<file path="src/hw/rtl/rba_pkg.sv">
// Shared types, constants and word-level helper functions for the
// reference-counted block allocator. No dependencies.
`timescale 1ns / 1ps

package rba_pkg;

  // Pool geometry.
  localparam int POOL_BLOCKS = 1024;
  localparam int BLK_W       = 10;
  localparam int CNT_W       = 16;
  localparam int ACT_W       = 11;
  localparam int STAT_W      = 2;
  localparam int OP_W        = 3;

  // Free bitmap: 32-bit words.
  localparam int WORD_W    = 32;
  localparam int BIT_W     = $clog2(WORD_W);
  localparam int NUM_WORDS = POOL_BLOCKS / WORD_W;
  localparam int WADDR_W   = $clog2(NUM_WORDS);
  localparam int WCNT_W    = ACT_W - BIT_W + 1;

  // Count store: four counts per row.
  localparam int ROW_SLOTS = 4;
  localparam int SLOT_W    = $clog2(ROW_SLOTS);
  localparam int ROW_W     = ROW_SLOTS * CNT_W;
  localparam int NUM_ROWS  = POOL_BLOCKS / ROW_SLOTS;
  localparam int RADDR_W   = $clog2(NUM_ROWS);

  localparam logic [CNT_W-1:0] COUNT_MAX = '1;

  // Opcodes.
  localparam logic [OP_W-1:0] OP_ALLOC     = 3'd0;
  localparam logic [OP_W-1:0] OP_RELEASE   = 3'd1;
  localparam logic [OP_W-1:0] OP_ADDREF    = 3'd2;
  localparam logic [OP_W-1:0] OP_DEREF     = 3'd3;
  localparam logic [OP_W-1:0] OP_RESET_ALL = 3'd4;

  // Status codes.
  localparam logic [STAT_W-1:0] ST_OK      = 2'd0;
  localparam logic [STAT_W-1:0] ST_NO_FREE = 2'd1;
  localparam logic [STAT_W-1:0] ST_RANGE   = 2'd2;

  typedef enum logic [2:0] {
    S_IDLE,
    S_SCAN,
    S_UPD,
    S_RCNT_RD,
    S_RCNT
  } seq_state_t;

  // Request bundle toward the free bitmap.
  typedef struct packed {
    logic               rd;
    logic [WADDR_W-1:0] raddr;
    logic               wr;
    logic [WADDR_W-1:0] waddr;
    logic [WORD_W-1:0]  wdata;
    logic               clr;
  } bm_req_t;

  // Request bundle toward the count store.
  typedef struct packed {
    logic               rd;
    logic [RADDR_W-1:0] raddr;
    logic               wr;
    logic [RADDR_W-1:0] waddr;
    logic [ROW_W-1:0]   wdata;
    logic               clr;
  } cnt_req_t;

  // Bits of bitmap word 'word' that lie below the active size n.
  function automatic logic [WORD_W-1:0] word_mask(logic [WCNT_W-1:0] word,
                                                  logic [ACT_W-1:0] n);
    logic [WCNT_W+BIT_W-1:0] rem;
    rem = {{(WCNT_W+BIT_W-ACT_W){1'b0}}, n} - {word, {BIT_W{1'b0}}};
    if (rem >= (WCNT_W+BIT_W)'(WORD_W)) begin
      return '1;
    end
    return ~({WORD_W{1'b1}} << rem[BIT_W-1:0]);
  endfunction

  // Index of the lowest set bit of a word.
  function automatic logic [BIT_W-1:0] lowest_bit(logic [WORD_W-1:0] w);
    logic [BIT_W-1:0] idx;
    idx = '0;
    for (int i = WORD_W - 1; i >= 0; i--) begin
      if (w[i]) begin
        idx = BIT_W'(i);
      end
    end
    return idx;
  endfunction

  // Number of set bits in a word.
  function automatic logic [BIT_W:0] popcnt(logic [WORD_W-1:0] w);
    logic [BIT_W:0] c;
    c = '0;
    for (int i = 0; i < WORD_W; i++) begin
      c = c + (BIT_W+1)'(w[i]);
    end
    return c;
  endfunction

endpackage

</file>
<file path="src/hw/rtl/rba_bitmap.sv">
// Free bitmap: 32 words of 32 free flags, one read and one write port,
// registered read. Word valid bits make an unwritten word read as all free.
// Depends on rba_pkg.
`timescale 1ns / 1ps

module rba_bitmap (
  input  logic                          clk,
  input  logic                          rst_n,
  input  rba_pkg::bm_req_t              req,
  output logic [rba_pkg::WORD_W-1:0]    rdata
);
  import rba_pkg::*;

  logic [WORD_W-1:0]    mem [NUM_WORDS];
  logic [NUM_WORDS-1:0] valid_r;
  logic [WORD_W-1:0]    rdata_r;
  logic                 rvalid_r;

  // Storage array, written and read in place.
  always_ff @(posedge clk) begin
    if (req.wr) begin
      mem[req.waddr] <= req.wdata;
    end
    if (req.rd) begin
      rdata_r <= mem[req.raddr];
    end
  end

  // Word valid bits; a clear marks every word as all free.
  always_ff @(posedge clk) begin
    if (!rst_n) begin
      valid_r  <= '0;
      rvalid_r <= 1'b0;
    end else begin
      if (req.clr) begin
        valid_r <= '0;
      end else if (req.wr) begin
        valid_r[req.waddr] <= 1'b1;
      end
      if (req.rd) begin
        rvalid_r <= valid_r[req.raddr];
      end
    end
  end

  assign rdata = rvalid_r ? rdata_r : '1;

endmodule

</file>
<file path="config.mk">
export PLATFORM = sky130hd
export DESIGN_NAME = rba_bitmap
export DESIGN_NICKNAME = d
export VERILOG_FILES = /design/src/hw/rtl/rba_pkg.sv /design/src/hw/rtl/rba_bitmap.sv
export SDC_FILE = /design/constraint.sdc
export NUM_CORES = 1
export LEC_CHECK = 0
export BUFFER_PORTS_ARGS = -buffer_cell sky130_fd_sc_hd__clkbuf_2
export CAP_MARGIN = 0
export CORE_MARGIN = 2
export CORE_UTILIZATION = 45
export CTS_CLUSTER_DIAMETER = 30
export DETAILED_ROUTE_END_ITERATION = 10
export PLACE_DENSITY = 0.59
export SETUP_SLACK_MARGIN = 0.05
export SLEW_MARGIN = 10
export SYNTH_ARGS = -nofsm -noshare
export SYNTH_HDL_FRONTEND = slang
export SYNTH_SLANG_ARGS = --single-unit
</file>
<file path="constraint.sdc">
create_clock -name clk -period 3.37 [get_ports clk]
set_input_delay 0.674 -clock clk [delete_from_list [all_inputs] [get_ports clk]]
set_output_delay 0.674 -clock clk [all_outputs]
set_load 0.05 [all_outputs]
</file>
; ---- Word-level counts from Yosys, hierarchy flattened
; Memory sizes are Yosys's and may differ from the RTL's. A register that Yosys moved wholly into a read port is not among the register bits.
; Cells that the tools add are included.
[op_classes]
bitwise = 2
reduce_logical = 2
order_cmp = 3
muxes = 7
[op_table]
columns = cell, count
row1 = $mux W32, 1
row2 = $or A32 B32 Y32, 1
row3 = $lt A5 B6 Y1 const B, 2
row4 = $bmux W1 S5, 1
row5 = $demux W1 S5, 1
row6 = $ge A5 B1 Y1 const B, 1
row7 = $mux W1, 4
row8 = $reduce_or A2 Y1, 1
row9 = $logic_and A1 B1 Y1, 1
row10 = $not A1 Y1, 1
[totals]
ram_bits = 1024
output_inout_bits = 32
mem_count = 1
word_cells = 17
ff_bits = 33
[mem_list]
columns = memory, words, width, rd, rd_clocked_by_memory_dff, write_ports, line
row1 = mem, 32, 32, 1, 1, 1, rba_bitmap.sv:14  ; logic [WORD_W-1:0] mem [NUM_WORDS];

; ---- Longest topological paths before layout
[logic_depth]
word_depth = 5
depth_mapped = 9

; ---- Worst setup path after synthesis
; Ideal clock, no wire load.
[synth_path]
path_kind = in2reg
start = in req[33] (netlist name)
end = mem mem[12][0] (enable)
stages = 3
path_slack_ps = 229
setup_ps = 423
t_required_ps = 2947
arrival_time_ps = 2718
path_cell_list = or3b_2 > clkbuf_1 > nor2_1
[synth_lines]
columns = element, line
row1 = "start, declared", rba_bitmap.sv:9  ; input rba_pkg::bm_req_t req,
row2 = "end, declared", rba_bitmap.sv:14
; Straight into the memory's write port.

; ---- Worst setup path after layout
[layout_path]
start = reg rvalid_r
end = out rdata[27] (netlist name)
[layout_between]
elab_chain_cells = 1
[layout_rtl]
columns = element, line
row1 = "start, declared", rba_bitmap.sv:17  ; logic rvalid_r;
row2 = "start signal, assigned", rba_bitmap.sv:41  ; rvalid_r <= valid_r[req.raddr];
row3 = $mux W32, rba_bitmap.sv:46  ; assign rdata = rvalid_r ? rdata_r : '1;
row4 = "end, declared", rba_bitmap.sv:10  ; output logic [rba_pkg::WORD_W-1:0] rdata
; No other way between the ends.

==> metrics.txt <==
drt first pass iters=5; peak fanout along the critical path=19; initial antenna violation count=3; Peak VDD IR=0.000443 V; Slew headroom=38.6%; post-route setup TNS=0 ps; Max H-tree Level=4; Adder-Cell Fraction of Synth Area=0%; total number of vias=19400; Die W=307 um; CP Class=reg -> out; syn nets=1726; CP Capture Type=primary output; share of cells above drive strength 1=40.6%; DRC=0; Layout Nets=2000; # resized after CTS=0; reg2reg path depth=3; # IOs=79; mux cell area share after synthesis=18.7%; outcome=complete, no violations; fmax=394 MHz; Hold-fix buffers, CTS=0; Finished Layout Cells=3292; Area Overhead vs Synth=22.3%; core region area=91400 um^2; total power=35.2 mW; Tmin final=2540 ps; GRT Util Overall=between 20% and 30%; GP Congestion=0.732; largest family of logic cells by synthesized area=multiplexers; CP max stage delay=320 ps; Worst Path Required=2700 ps; Leakage=roughly 16 nW; Reg clk slew, reported paths=50 ps; Worst EP arrival=1860 ps; Synth Area in Compound Gates=0.736%; Synth Area in XOR/XNOR=0%; setup bufs post-CTS=0; largest net degree at the start of global routing=64; Worst Skew=around 16 ps; R2R Setup Slk=1370 ps; Final Hold Vio Count=0; Post-Synth Simple-Gate Area=1.20%; CTS tree=built; Cell variety after synth=25; CTS sink count=~1100; syn_area_per_cell=24.6 um^2; CTS Buf Count=183; Synth Register Bits=between 1000 and 1500; post-route ant nets=0; Remaining Overflow, GRT=0; CP Launch Point=rvalid_r; post-placement cell count=approximately 3000; Worst setup SP type=register; Post-Syn Area=between 40000 and 50000 um^2; Cell Pwr Density=696 nW/um^2; RR Startpoint=mem[19][2]; number of global-route vias before repair=20400; number of DRC markers in iteration 0=2265; final wirelength=100000 um; dpl hpwl=49900 um; RSZ-0062 raised after global routing=false; fin crit share=75.3%; Die Footprint=94200 um^2; Cells after Synth=around 1700; Slowest cell on crit path=dfxtp_2; CP cell instances=buf_4 > nand2b_1 > clkbuf_2; Port-buffer cells=78; Hold Path Class=in -> reg; row cnt=111; Initial Util=approximately 45%; Clock Latency Late Sink=730 ps; Root Driver=clkbuf_16; first-pass GRT wire length=144000 um; clk buf depth=3; wire per inst=~30 um; pins over their slew limit=0; Max Cap Viol=0; worst-margin pin slew=920 ps; Seq/Total Area, Yosys=78.4%; Vias/cell=5.90; Setup crit end=rdata[27]; Worst R2R End=rdata_r[2]; yosys warns=0; final setup violation count=0; chip height=307 um
-- per-stage QoR --
step	worst slack, ps	utilization [%]	hold WS, ps	cell area [um^2]
floorplan	229	-	440	41300
global placement	438	48.4	446	44300
detailed placement	438	48.4	452	44300
CTS	751	55.3	208	50500
global route	767	55.3	273	50500
finish	834	55.3	249	50500
-- layer usage --
layer  part of all wire, %  wire length (um)  track usage [%]
met5                 0.027                27                0
met1                    44             43800             32.2
met3                   7.0              7000             4.29
met2                    47             47600             33.4
met4                   1.9              1890             6.22
-- cells in the mapped netlist --
cell      count  area [um^2]
buf_2        23          115
nand3b_1      5         37.5
or3b_2        3         26.3
and2_1        1         6.26
buf_1         5         18.8
nor2_1       34          128
a21oi_1       3         15.0
or3_1         1         6.26
mux4_2      320         7210
o21a_1       32          240
o21ai_0       1         5.00
mux2i_1      16          160
nand2b_1     34          213
nand2_1       6         22.5
dfxtp_1      33          661
buf_6         8         90.1
a211oi_1      1         7.51
a22oi_1       4         30.0
nand3_1       6         30.0
and3_1        1         6.26
mux2_2       32          360
clkbuf_1     50          188
nor2b_1       3         18.8
edfxtp_1   1056        31700
a31oi_1       1         6.26
-- cell type report --
cell class	count	area, um^2
Tap cell	1186	1480
Timing Repair Buffer	175	1640
Multi-Input combinational cell	504	8770
Sequential cell	1089	32400
Clock buffer	211	4790
Antenna cell	1	2.50
Clock inverter	126	1470
Fill cell	6675	40900
-- critical path: cells and delay by family (launching register included) --
family                 cells  cell delay (ps)
flip-flops                 1              320
buffers and inverters      2              590
AND/OR/NAND/NOR            1              190
-- cell usage in the layout (no fill, tap or decap), drive strengths merged, types with 4 or more instances in the layout --
cell      netlist  final
clkbuf         50    285
mux4          320    320
mux2i          16     16
nand3b          5      5
o21a           32     32
a22oi           4      4
clkinvlp        0     20
buf            36    101
bufinv          0     27
nor2           34     34
edfxtp       1056   1056
nand2b         34     34
dfxtp          33     33
nand3           6      6
inv             0     17
mux2           32     32
nand2           6      6
clkinv          0     62
-- flip-flops by register name, summed over array words and instances (netlist names) --
register and count:
rdata_r 32, valid_r 32, mem 1024, rvalid_r 1
-- kinds of logic (layout without fill, tap and decap cells) --
family,after synthesis,after routing
flip-flops,1089,1089
multiplexers,368,368
AO/OA/AOI/OAI,42,42
buffers and inverters,86,512
other,0,1
AND/OR/NAND/NOR,94,94
-- power by group --
part           total (mW)  switching, mW  internal (mW)
clock network        18.6           6.35           12.3
logic                1.43          0.809          0.624
registers            15.1         0.0518           15.1
total                35.2           7.21           28.0
-- worst min path at each step --
| stage | slack, ps | startpoint | cells past startpoint | end |
|---|---|---|---|---|
| after global placement | 450 | valid_r[24] | 1 | valid_r[24] |
| after floorplan | 440 | valid_r[0] | 1 | valid_r[0] |
| after CTS | 210 | rst_n | 3 | rvalid_r |
| final | 250 | rst_n | 3 | rvalid_r |
| after global routing | 270 | rst_n | 3 | rvalid_r |
| after detailed placement | 450 | valid_r[8] | 1 | valid_r[8] |
Power figures use the tool's default switching activity.
