File: src/hw/rtl/rba_pkg.sv
// Shared types, constants and word-level helper functions for the
// reference-counted block allocator. No dependencies.
`timescale 1ns / 1ps

package rba_pkg;

  // Pool geometry.
  localparam int POOL_BLOCKS = 1024;
  localparam int BLK_W       = 10;
  localparam int CNT_W       = 16;
  localparam int ACT_W       = 11;
  localparam int STAT_W      = 2;
  localparam int OP_W        = 3;

  // Free bitmap: 32-bit words.
  localparam int WORD_W    = 32;
  localparam int BIT_W     = $clog2(WORD_W);
  localparam int NUM_WORDS = POOL_BLOCKS / WORD_W;
  localparam int WADDR_W   = $clog2(NUM_WORDS);
  localparam int WCNT_W    = ACT_W - BIT_W + 1;

  // Count store: four counts per row.
  localparam int ROW_SLOTS = 4;
  localparam int SLOT_W    = $clog2(ROW_SLOTS);
  localparam int ROW_W     = ROW_SLOTS * CNT_W;
  localparam int NUM_ROWS  = POOL_BLOCKS / ROW_SLOTS;
  localparam int RADDR_W   = $clog2(NUM_ROWS);

  localparam logic [CNT_W-1:0] COUNT_MAX = '1;

  // Opcodes.
  localparam logic [OP_W-1:0] OP_ALLOC     = 3'd0;
  localparam logic [OP_W-1:0] OP_RELEASE   = 3'd1;
  localparam logic [OP_W-1:0] OP_ADDREF    = 3'd2;
  localparam logic [OP_W-1:0] OP_DEREF     = 3'd3;
  localparam logic [OP_W-1:0] OP_RESET_ALL = 3'd4;

  // Status codes.
  localparam logic [STAT_W-1:0] ST_OK      = 2'd0;
  localparam logic [STAT_W-1:0] ST_NO_FREE = 2'd1;
  localparam logic [STAT_W-1:0] ST_RANGE   = 2'd2;

  typedef enum logic [2:0] {
    S_IDLE,
    S_SCAN,
    S_UPD,
    S_RCNT_RD,
    S_RCNT
  } seq_state_t;

  // Request bundle toward the free bitmap.
  typedef struct packed {
    logic               rd;
    logic [WADDR_W-1:0] raddr;
    logic               wr;
    logic [WADDR_W-1:0] waddr;
    logic [WORD_W-1:0]  wdata;
    logic               clr;
  } bm_req_t;

  // Request bundle toward the count store.
  typedef struct packed {
    logic               rd;
    logic [RADDR_W-1:0] raddr;
    logic               wr;
    logic [RADDR_W-1:0] waddr;
    logic [ROW_W-1:0]   wdata;
    logic               clr;
  } cnt_req_t;

  // Bits of bitmap word 'word' that lie below the active size n.
  function automatic logic [WORD_W-1:0] word_mask(logic [WCNT_W-1:0] word,
                                                  logic [ACT_W-1:0] n);
    logic [WCNT_W+BIT_W-1:0] rem;
    rem = {{(WCNT_W+BIT_W-ACT_W){1'b0}}, n} - {word, {BIT_W{1'b0}}};
    if (rem >= (WCNT_W+BIT_W)'(WORD_W)) begin
      return '1;
    end
    return ~({WORD_W{1'b1}} << rem[BIT_W-1:0]);
  endfunction

  // Index of the lowest set bit of a word.
  function automatic logic [BIT_W-1:0] lowest_bit(logic [WORD_W-1:0] w);
    logic [BIT_W-1:0] idx;
    idx = '0;
    for (int i = WORD_W - 1; i >= 0; i--) begin
      if (w[i]) begin
        idx = BIT_W'(i);
      end
    end
    return idx;
  endfunction

  // Number of set bits in a word.
  function automatic logic [BIT_W:0] popcnt(logic [WORD_W-1:0] w);
    logic [BIT_W:0] c;
    c = '0;
    for (int i = 0; i < WORD_W; i++) begin
      c = c + (BIT_W+1)'(w[i]);
    end
    return c;
  endfunction

endpackage

File: src/hw/rtl/rba_seq.sv
// Sequencer of the block allocator: command decode, bitmap word scan and
// recount unit, count update, free total and result register.
// Depends on rba_pkg; drives rba_bitmap and rba_counts.
`timescale 1ns / 1ps

module rba_seq (
  input  logic                          clk,
  input  logic                          rst_n,
  input  logic                          start,
  output logic                          busy,
  input  logic [rba_pkg::OP_W-1:0]      in_opcode,
  input  logic [rba_pkg::BLK_W-1:0]     in_block_id,
  input  logic                          cfg_valid,
  output logic                          cfg_ready,
  input  logic [rba_pkg::ACT_W-1:0]     cfg_data,
  output logic                          out_valid,
  output logic [rba_pkg::STAT_W-1:0]    out_status,
  output logic [rba_pkg::BLK_W-1:0]     out_result_block,
  output logic [rba_pkg::CNT_W-1:0]     out_count_after,
  output logic [rba_pkg::ACT_W-1:0]     out_free_total,
  output logic [rba_pkg::ACT_W-1:0]     out_used_total,
  output rba_pkg::bm_req_t              bm_req,
  input  logic [rba_pkg::WORD_W-1:0]    bm_rdata,
  output rba_pkg::cnt_req_t             cnt_req,
  input  logic [rba_pkg::ROW_W-1:0]     cnt_rdata
);
  import rba_pkg::*;

  seq_state_t          state_r, state_nxt;
  logic [OP_W-1:0]     op_r, op_nxt;
  logic [BLK_W-1:0]    id_r, id_nxt;
  logic [WCNT_W-1:0]   word_r, word_nxt;
  logic [ACT_W-1:0]    acc_r, acc_nxt;
  logic [ACT_W-1:0]    free_r, free_nxt;
  logic [ACT_W-1:0]    active_r, active_nxt;

  logic                out_valid_r, out_valid_nxt;
  logic [STAT_W-1:0]   out_status_r, out_status_nxt;
  logic [BLK_W-1:0]    out_block_r, out_block_nxt;
  logic [CNT_W-1:0]    out_count_r, out_count_nxt;
  logic [ACT_W-1:0]    out_free_r, out_free_nxt;
  logic [ACT_W-1:0]    out_used_r, out_used_nxt;

  logic [ACT_W-1:0]    n_act;
  logic [ACT_W:0]      n_round;
  logic [WCNT_W-1:0]   n_words;
  logic [WCNT_W-1:0]   last_word;
  logic [WORD_W-1:0]   masked;
  logic [BIT_W-1:0]    low_idx;
  logic [SLOT_W-1:0]   slot;
  logic [CNT_W-1:0]    cur_cnt;
  logic [CNT_W-1:0]    new_cnt;
  logic                was_free;
  logic [ROW_W-1:0]    row_wr;
  logic                in_range;

  // Active size capped at the pool size, and the number of bitmap words it spans.
  always_comb begin
    n_act     = (active_r > ACT_W'(POOL_BLOCKS)) ? ACT_W'(POOL_BLOCKS) : active_r;
    n_round   = {1'b0, n_act} + (ACT_W+1)'(WORD_W - 1);
    n_words   = n_round[ACT_W:BIT_W];
    last_word = n_words - WCNT_W'(1);
  end

  // Shared word unit: mask to the active range, find lowest free bit.
  assign masked  = bm_rdata & word_mask(word_r, n_act);
  assign low_idx = lowest_bit(masked);

  // Count slot of the block being updated.
  assign slot     = id_r[SLOT_W-1:0];
  assign cur_cnt  = cnt_rdata[slot*CNT_W +: CNT_W];
  assign was_free = bm_rdata[id_r[BIT_W-1:0]];
  assign in_range = {1'b0, in_block_id} < n_act;

  // State and datapath registers.
  always_ff @(posedge clk) begin
    if (!rst_n) begin
      state_r     <= S_IDLE;
      free_r      <= ACT_W'(POOL_BLOCKS);
      active_r    <= ACT_W'(POOL_BLOCKS);
      out_valid_r <= 1'b0;
    end else begin
      state_r     <= state_nxt;
      free_r      <= free_nxt;
      active_r    <= active_nxt;
      out_valid_r <= out_valid_nxt;
    end
  end

  always_ff @(posedge clk) begin
    op_r         <= op_nxt;
    id_r         <= id_nxt;
    word_r       <= word_nxt;
    acc_r        <= acc_nxt;
    out_status_r <= out_status_nxt;
    out_block_r  <= out_block_nxt;
    out_count_r  <= out_count_nxt;
    out_free_r   <= out_free_nxt;
    out_used_r   <= out_used_nxt;
  end

  // Next state, memory requests and result loading.
  always_comb begin
    state_nxt      = state_r;
    op_nxt         = op_r;
    id_nxt         = id_r;
    word_nxt       = word_r;
    acc_nxt        = acc_r;
    free_nxt       = free_r;
    active_nxt     = active_r;
    out_valid_nxt  = 1'b0;
    out_status_nxt = out_status_r;
    out_block_nxt  = out_block_r;
    out_count_nxt  = out_count_r;
    out_free_nxt   = out_free_r;
    out_used_nxt   = out_used_r;
    new_cnt        = '0;
    row_wr         = cnt_rdata;
    bm_req         = '0;
    cnt_req        = '0;

    unique case (state_r)
      S_IDLE: begin
        priority if (start) begin
          op_nxt         = in_opcode;
          id_nxt         = in_block_id;
          out_status_nxt = ST_OK;
          out_block_nxt  = '0;
          out_count_nxt  = '0;
          out_free_nxt   = free_r;
          out_used_nxt   = n_act - free_r;
          unique case (in_opcode)
            OP_ALLOC: begin
              if (n_words == '0) begin
                out_status_nxt = ST_NO_FREE;
                out_valid_nxt  = 1'b1;
              end else begin
                bm_req.rd    = 1'b1;
                bm_req.raddr = '0;
                word_nxt     = '0;
                state_nxt    = S_SCAN;
              end
            end
            OP_RELEASE, OP_ADDREF, OP_DEREF: begin
              if (in_range) begin
                bm_req.rd     = 1'b1;
                bm_req.raddr  = in_block_id[BLK_W-1:BIT_W];
                cnt_req.rd    = 1'b1;
                cnt_req.raddr = in_block_id[BLK_W-1:SLOT_W];
                state_nxt     = S_UPD;
              end else begin
                out_status_nxt = ST_RANGE;
                out_block_nxt  = in_block_id;
                out_valid_nxt  = 1'b1;
              end
            end
            OP_RESET_ALL: begin
              bm_req.clr    = 1'b1;
              cnt_req.clr   = 1'b1;
              free_nxt      = n_act;
              out_free_nxt  = n_act;
              out_used_nxt  = '0;
              out_valid_nxt = 1'b1;
            end
            default: begin
              // Undefined opcodes leave the pool untouched.
              out_valid_nxt = 1'b1;
            end
          endcase
        end else if (cfg_valid) begin
          active_nxt = cfg_data;
          state_nxt  = S_RCNT_RD;
        end
      end

      // One bitmap word per cycle; the next word is read ahead.
      S_SCAN: begin
        if (masked != '0) begin
          id_nxt        = {word_r[WADDR_W-1:0], low_idx};
          bm_req.rd     = 1'b1;
          bm_req.raddr  = word_r[WADDR_W-1:0];
          cnt_req.rd    = 1'b1;
          cnt_req.raddr = id_nxt[BLK_W-1:SLOT_W];
          state_nxt     = S_UPD;
        end else if (word_r == last_word) begin
          out_status_nxt = ST_NO_FREE;
          out_valid_nxt  = 1'b1;
          state_nxt      = S_IDLE;
        end else begin
          word_nxt     = word_r + WCNT_W'(1);
          bm_req.rd    = 1'b1;
          bm_req.raddr = word_nxt[WADDR_W-1:0];
        end
      end

      // Read-modify-write of the count row and the bitmap word.
      S_UPD: begin
        bm_req.waddr = id_r[BLK_W-1:BIT_W];
        bm_req.wdata = bm_rdata;
        unique case (op_r)
          OP_ALLOC: begin
            new_cnt   = CNT_W'(1);
            bm_req.wr = 1'b1;
            bm_req.wdata[id_r[BIT_W-1:0]] = 1'b0;
            free_nxt  = free_r - ACT_W'(1);
          end
          OP_ADDREF: begin
            new_cnt = (cur_cnt == COUNT_MAX) ? cur_cnt : cur_cnt + CNT_W'(1);
          end
          default: begin
            // Release and dereference: a count of one or less frees the block.
            if (cur_cnt <= CNT_W'(1)) begin
              new_cnt   = '0;
              bm_req.wr = 1'b1;
              bm_req.wdata[id_r[BIT_W-1:0]] = 1'b1;
              if (!was_free) begin
                free_nxt = free_r + ACT_W'(1);
              end
            end else begin
              new_cnt = cur_cnt - CNT_W'(1);
            end
          end
        endcase
        row_wr[slot*CNT_W +: CNT_W] = new_cnt;
        cnt_req.wr     = 1'b1;
        cnt_req.waddr  = id_r[BLK_W-1:SLOT_W];
        cnt_req.wdata  = row_wr;
        out_block_nxt  = id_r;
        out_count_nxt  = new_cnt;
        out_free_nxt   = free_nxt;
        out_used_nxt   = n_act - free_nxt;
        out_valid_nxt  = 1'b1;
        state_nxt      = S_IDLE;
      end

      // Recount of free blocks after the active size changes.
      S_RCNT_RD: begin
        if (n_words == '0) begin
          free_nxt  = '0;
          state_nxt = S_IDLE;
        end else begin
          bm_req.rd    = 1'b1;
          bm_req.raddr = '0;
          word_nxt     = '0;
          acc_nxt      = '0;
          state_nxt    = S_RCNT;
        end
      end

      S_RCNT: begin
        acc_nxt = acc_r + ACT_W'(popcnt(masked));
        if (word_r == last_word) begin
          free_nxt  = acc_nxt;
          state_nxt = S_IDLE;
        end else begin
          word_nxt     = word_r + WCNT_W'(1);
          bm_req.rd    = 1'b1;
          bm_req.raddr = word_nxt[WADDR_W-1:0];
        end
      end

      default: begin
        state_nxt = S_IDLE;
      end
    endcase
  end

  assign busy             = (state_r != S_IDLE);
  assign cfg_ready        = (state_r == S_IDLE) && !start;
  assign out_valid        = out_valid_r;
  assign out_status       = out_status_r;
  assign out_result_block = out_block_r;
  assign out_count_after  = out_count_r;
  assign out_free_total   = out_free_r;
  assign out_used_total   = out_used_r;

endmodule

File: config.mk
export PLATFORM = sky130hd
export DESIGN_NAME = rba_seq
export DESIGN_NICKNAME = d
export VERILOG_FILES = /design/src/hw/rtl/rba_pkg.sv /design/src/hw/rtl/rba_seq.sv
export SDC_FILE = /design/constraint.sdc
export NUM_CORES = 1
export LEC_CHECK = 0
export ABC_CLOCK_PERIOD_IN_PS = 8800
export BUFFER_PORTS_ARGS = -buffer_cell sky130_fd_sc_hd__buf_2
export CORE_MARGIN = 5
export CORE_UTILIZATION = 45
export DETAILED_ROUTE_END_ITERATION = 6
export PLACE_DENSITY = 0.8
export SYNTH_ARGS = -nofsm -noshare
export SYNTH_HDL_FRONTEND = slang
export SYNTH_SLANG_ARGS = --single-unit
export TNS_END_PERCENT = 50
File: constraint.sdc
create_clock -name clk -period 8.8 [get_ports clk]
set_clock_uncertainty 0.15 [all_clocks]
set_input_delay 0.88 -clock clk [delete_from_list [all_inputs] [get_ports clk]]
set_output_delay 0.88 -clock clk [all_outputs]
set_load 0.1 [all_outputs]
Word level (Yosys, flattened, before mapping). Index checks and enable logic that the tools add are counted.

Bits in registers: 107. Output and inout bits: 181. Input bits: 124. Logic and storage cells: 238.

Reductions and logical operators: 24. Add/subtract/negate cells: 43. Bitwise gates (word level): 6. Eq/ne operators: 23. Shifts and indexed selects: 4. Magnitude comparators: 6. Muxes and demuxes: 119.

Operator list (count): 2-to-1 mux 5 bit (32); adder 6 x 1 -> 6 bit (26); 2-to-1 mux 11 bit (11); 2-to-1 mux 32 bit (3); one-hot mux 11 bit (2 select lines) (4); 2-to-1 mux 73 bit (1); AND 32 bit (2); bitwise mux 64 bit (1); 2-to-1 mux 16 bit (4); NOT 32 bit (2); one-hot mux 16 bit (2 select lines) (2); one-hot mux 32 bit (2 select lines) (1); variable shift 16 x 34 -> 64 bit (first input constant) (1); variable part select 16 x 34 -> 64 bit (1); variable part select 64 x 7 -> 16 bit (1); 2-to-1 mux 10 bit (5); one-hot mux 11 bit (4 select lines) (1); one-hot mux 10 bit (2 select lines) (2); 2-to-1 mux 38 bit (1); 2-to-1 mux 9 bit (4); 2-to-1 mux 7 bit (5); negation 6 -> 34 bit (1); OR 32 bit (1); nonzero test 32 bit (1); other kinds (59) (112).

Longest topological paths before layout.
Depth in word-level cells: 41. Depth in mapped cells: 37. Mapped depth without buffers: 32.

Worst setup path after synthesis. Ideal clock, no wire load.

Kind: flip-flop to flip-flop. Start: register active_r[10]. End: register free_r[10]. Buffers on the path: 4. Data required time: 8.535 ns. Stages on the path, launching flop included: 35. Setup time: 0.115 ns. Data arrival time: 9.052 ns. Clock period less this slack: 9.316 ns. Path slack: -0.516 ns. Path through: dfxtp_1 -> clkbuf_1 -> clkbuf_1 -> buf_1 -> nor2b_1 -> inv_1 -> ha_1 -> inv_1 -> fa_1 -> a211o_1 -> a21o_1 -> a2111oi_4 -> nand4_2 -> buf_4 -> o31ai_1 -> inv_1 -> fa_1 -> inv_1 -> fa_1 -> fa_1 -> fa_1 -> fa_1 -> fa_1 -> fa_1 -> fa_1 -> nor2b_1 -> o21ai_0 -> a21boi_0 -> o21ai_0 -> a211oi_1 -> xnor2_1 -> nor2_1 -> nor2_1 -> a22oi_1 -> o21a_1.

Word-level cells in the longest chain between the ends: 41. Elaborated cells between the ends (all ways): 52. Classes of those cells: 35 x add/sub; 2 x order compare; 3 x eq/ne; 1 x shift; 7 x mux; 2 x bitwise; 2 x reduce/logical.

RTL lines: from (decl) (RTL line rba_seq.sv:35) `logic [ACT_W-1:0] active_r, active_nxt;`; from (signal assigned) (RTL line rba_seq.sv:80) `active_r <= ACT_W'(POOL_BLOCKS);`; from (signal assigned) (RTL line rba_seq.sv:85) `active_r <= active_nxt;`; > comparator 11 bit (RTL line rba_seq.sv:59) `n_act = (active_r > ACT_W'(POOL_BLOCKS)) ? ACT_W'(POOL_BLOCKS) : active_r;`; 2-to-1 mux 11 bit (*) (RTL line rba_seq.sv:59); subtractor 11 x 12 -> 12 bit (RTL line rba_pkg.sv:75) `rem = {{(WCNT_W+BIT_W-ACT_W){1'b0}}, n} - {word, {BIT_W{1'b0}}};`; >= comparator 12 x 6 -> 1 bit / left shift 32 x 5 -> 32 bit (equally long branches) (RTL line rba_pkg.sv:76, rba_pkg.sv:79); 2-to-1 mux 1 bit / NOT 32 bit (equally long branches) (RTL line rba_pkg.sv:76, rba_pkg.sv:79); 2-to-1 mux 32 bit (RTL line rba_pkg.sv:79) `return ~({WORD_W{1'b1}} << rem[BIT_W-1:0]);`; AND 32 bit (RTL line rba_seq.sv:66) `assign masked = bm_rdata & word_mask(word_r, n_act);`; adder 1 x 1 -> 2 bit (RTL line rba_pkg.sv:99) `c = c + (BIT_W+1)'(w[i]);`; adder 2 x 1 -> 3 bit (RTL line rba_pkg.sv:99); adder 3 x 1 -> 4 bit (RTL line rba_pkg.sv:99); adder 4 x 1 -> 5 bit (RTL line rba_pkg.sv:99); adder 5 x 1 -> 6 bit (RTL line rba_pkg.sv:99); adder 6 x 1 -> 6 bit (26 in a row) (RTL line rba_pkg.sv:99); adder 11 x 6 -> 11 bit (RTL line rba_seq.sv:251) `acc_nxt = acc_r + ACT_W'(popcnt(masked));`; 2-to-1 mux 11 bit (RTL line rba_seq.sv:252) `if (word_r == last_word) begin`; one-hot mux 11 bit (4 select lines) (RTL line rba_seq.sv:122) `unique case (state_r)`; to (signal assigned) (RTL line rba_seq.sv:79) `free_r <= ACT_W'(POOL_BLOCKS);`; to (signal assigned) (RTL line rba_seq.sv:84) `free_r <= free_nxt;`; to (decl) (RTL line rba_seq.sv:34) `logic [ACT_W-1:0] free_r, free_nxt;`.

Mark *: on every way between the ends. The rest lies on a longest branch, timed or not. The select of a mux whose other input is x is not followed. A chain may end at the register's enable or synchronous reset.

Worst setup path in the final report.
Start: register active_r[5]. End: register free_r[10].

The elaborated chain is that of the path after synthesis.

==> flow_summary.json <==
{
  "chipHeight_um": 172,
  "worstSetupStartpointType": "register",
  "ys_seq_elements": 107,
  "design_area_sq_mm": 0.0142,
  "drc_errors": 0,
  "setup_violations": 0,
  "drtIter0Drc": 1663,
  "first_global_vias": 12100,
  "root_buffer": "clkbuf_16",
  "chipWidth_um": 172,
  "postLayoutCoreUtil_pct": 54.6,
  "fin_crit_sh_pct": 95.9,
  "min_from": "active_r[9]$_SDFFE_PN0P_",
  "viasPerCell": 6.24,
  "relSlewSlack_pct": 24.6,
  "synthArstFlopShare_pct": 0,
  "vias": 12900,
  "numCtsBuffers": 9,
  "wl_per_cell_um": 21.8,
  "wl_met1_mm": 18.3,
  "crit_start": "active_r[5]$_SDFFE_PN0P_",
  "grt_use_total_pct": 28.7,
  "synth_flop_cell": "edfxtp_1",
  "min_path_type": "reg -> reg",
  "drv_cap": 0,
  "synthDistinctLibCells": 77,
  "wl_met2_mm": 20.8,
  "cpMaxStageDelayCell": "fa_1",
  "synthesis.nets": 1681,
  "yosysWarnings": 0,
  "antenna_found_initial": 0,
  "routed-wl-met3_mm": 4.86,
  "drt-pass1-iter-count": 6,
  "ir_drop_mv": 0.339,
  "finalMaxSlewViolations": 0,
  "setup_ws_ps": 360,
  "area_delta_synth_final_pct": 20.2,
  "core-area_sq_mm": 0.0260,
  "drt-total-wl_mm": 45.3,
  "power.density_mw_per_mm2": 333,
  "synth_edf_count": 81,
  "power_w": 0.00473,
  "yosysMostFrequentCell": "nand2_1",
  "placed_cells": 2053,
  "clkSinkCount": 107,
  "max_stage_delay_ps": 560,
  "tritoncts": "built",
  "gr-total-overflow": 0,
  "n_fill_cell": 2458,
  "endpoint_kind": "register",
  "nets": 1951,
  "grt_max_degree": 62,
  "worst_slew_pin_slew_ps": 1120,
  "fmax_mhz": 118,
  "portBuffers": 304,
  "synth_top_cell_by_area": "edfxtp_1",
  "start_util_pct": 45.5,
  "power.leakage_nw": 6.35,
  "layout-drive-gt1-share_pct": 25.1,
  "reg2reg_from": "active_r[5]$_SDFFE_PN0P_",
  "routabilityCongestion": 1.00,
  "multi_input_area_sq_mm": 0.00827,
  "fin_cells": 2073,
  "critPathRequiredTime_ps": 8890,
  "path_class": "reg -> reg",
  "status": "completed",
  "clk_latency_ps": 370,
  "synth_commonest_cells": "157 x nand2_1, 135 x nor2_1, 99 x o21ai_0, 89 x inv_1",
  "arrival_ps": 8530,
  "regArea_sq_mm": 0.00295,
  "synth_area_leaders": "edfxtp_1 21%, ha_1 7.0%, nand2_1 5.0%",
  "dpl_cell_area_sq_mm": 0.0137,
  "rows": 59,
  "dr.max_layer_used": "met4",
  "clkTransAtPathRegs_ps": 80,
  "syn_inst": 1462,
  "cpMostUsedCell": "fa_1",
  "dieArea_sq_mm": 0.0296,
  "synth_top_area_share_pct": 20.6,
  "cts_buffer_depth": 2,
  "io_pins": 305,
  "synth.avg_cell_area_sq_um": 8.08,
  "ys_seq_area_share_pct": 25.0,
  "place_hpwl_mm": 36.1,
  "grt_pass1_wl_mm": 67.2,
  "drtAntennaViolNets": 0,
  "place_ws_ps": -28.5,
  "hold_viol_final": 0,
  "netlist_area_sq_mm": 0.0118,
  "fin_crit_ps": 8440,
  "htree_levels": 3,
  "path_max_fanout": 5
}
-- state kept, by name, summed over array words and instances (netlist names) --
signal            cells
acc_r                11
active_r             11
free_r               11
id_r                 10
op_r                  3
out_count_after      16
out_free_total       11
out_result_block     10
out_status            2
out_used_total       11
out_valid             1
state_r               3
word_r                7
-- worst max-delay path: cells and delay by family, from the launching register on --
family / cells / cell delay [ps]
AO/OA/AOI/OAI: 10 / 1960
flip-flops: 1 / 310
AND/OR/NAND/NOR: 5 / 720
buffers and inverters: 7 / 610
XOR/XNOR: 1 / 160
adder cells (fa/ha/maj): 10 / 4370
-- layer usage --
metal,vias up,GRT usage [%]
met5,-,0
met4,0,9.06
met3,120,5.10
met2,848,45.2
met1,6111,40.5
li1,5858,-
-- path summary, 6_finish.rpt --
| path | endpoint | slack [ps] | depth (start not counted) |
|---|---|---|---|
| worst max-delay path | free_r[10]$_SDFFE_PN1P_ | 360 | 33 |
| worst min-delay path | active_r[9]$_SDFFE_PN0P_ | 360 | 2 |
| worst max register to register | free_r[10]$_SDFFE_PN1P_ | 360 | 33 |
| worst min register to register | active_r[9]$_SDFFE_PN0P_ | 360 | 2 |
-- cell families after synthesis --
family / share of synthesized area (%)
mux: 5.25
compound gates: 24.1
flops: 25.0
xor+xnor: 4.45
buf+inv: 6.14
simple gates: 23.2
fa+ha+maj: 11.9
-- cell usage in the layout (no fill, tap or decap), drive strengths merged, types with 13 or more instances in the layout --
cell type,Yosys,layout
o21ai,103,103
o22ai,19,19
xnor2,48,48
buf,22,348
or2,13,13
and3,16,16
a21boi,18,18
nor2b,37,37
and2,32,32
ha,66,66
a22o,18,18
nand4,15,15
inv,89,91
edfxtp,81,81
nor2,135,135
nand3,38,38
nor3,39,39
nand2,157,157
nand2b,25,25
o31ai,18,18
dfxtp,26,26
fa,29,29
a211oi,42,42
mux4,24,24
a21oi,82,82
a21o,31,31
a31oi,42,42
-- area by class of cell --
class | count | area share, %
Sequential cell | 107 | 20.8
Antenna cell | 1 | 0.0176
Timing Repair Buffer | 350 | 13.5
Inverter | 89 | 2.35
Multi-Input combinational cell | 1175 | 58.2
Clock inverter | 6 | 0.511
Tap cell | 335 | 2.95
Clock buffer | 10 | 1.61
-- where the power goes --
part	switching, W	internal, W
clock network	0.000209	0.000225
logic	0.00260	0.000890
registers	0.0000763	0.000728
-- per-stage QoR --
stage | hold WS [ps] | TNS [ps]
after floorplan | 307 | 0
after global placement | 349 | 0
after detailed placement | 345 | -28.5
after CTS | 359 | 0
after global routing | 416 | -23.3
final | 356 | 0
-- timing repair --
| item | 4_1_cts | 5_1_grt |
|---|---|---|
| setup buffers | 0 | 1 |
| pin swaps | 0 | 9 |
| setup endpoints to repair | 1 | 7 |
| hold buffers | 0 | 0 |
| resized for setup | 2 | 24 |
| gates cloned | 0 | 2 |
(Power assumes the default switching activity.)
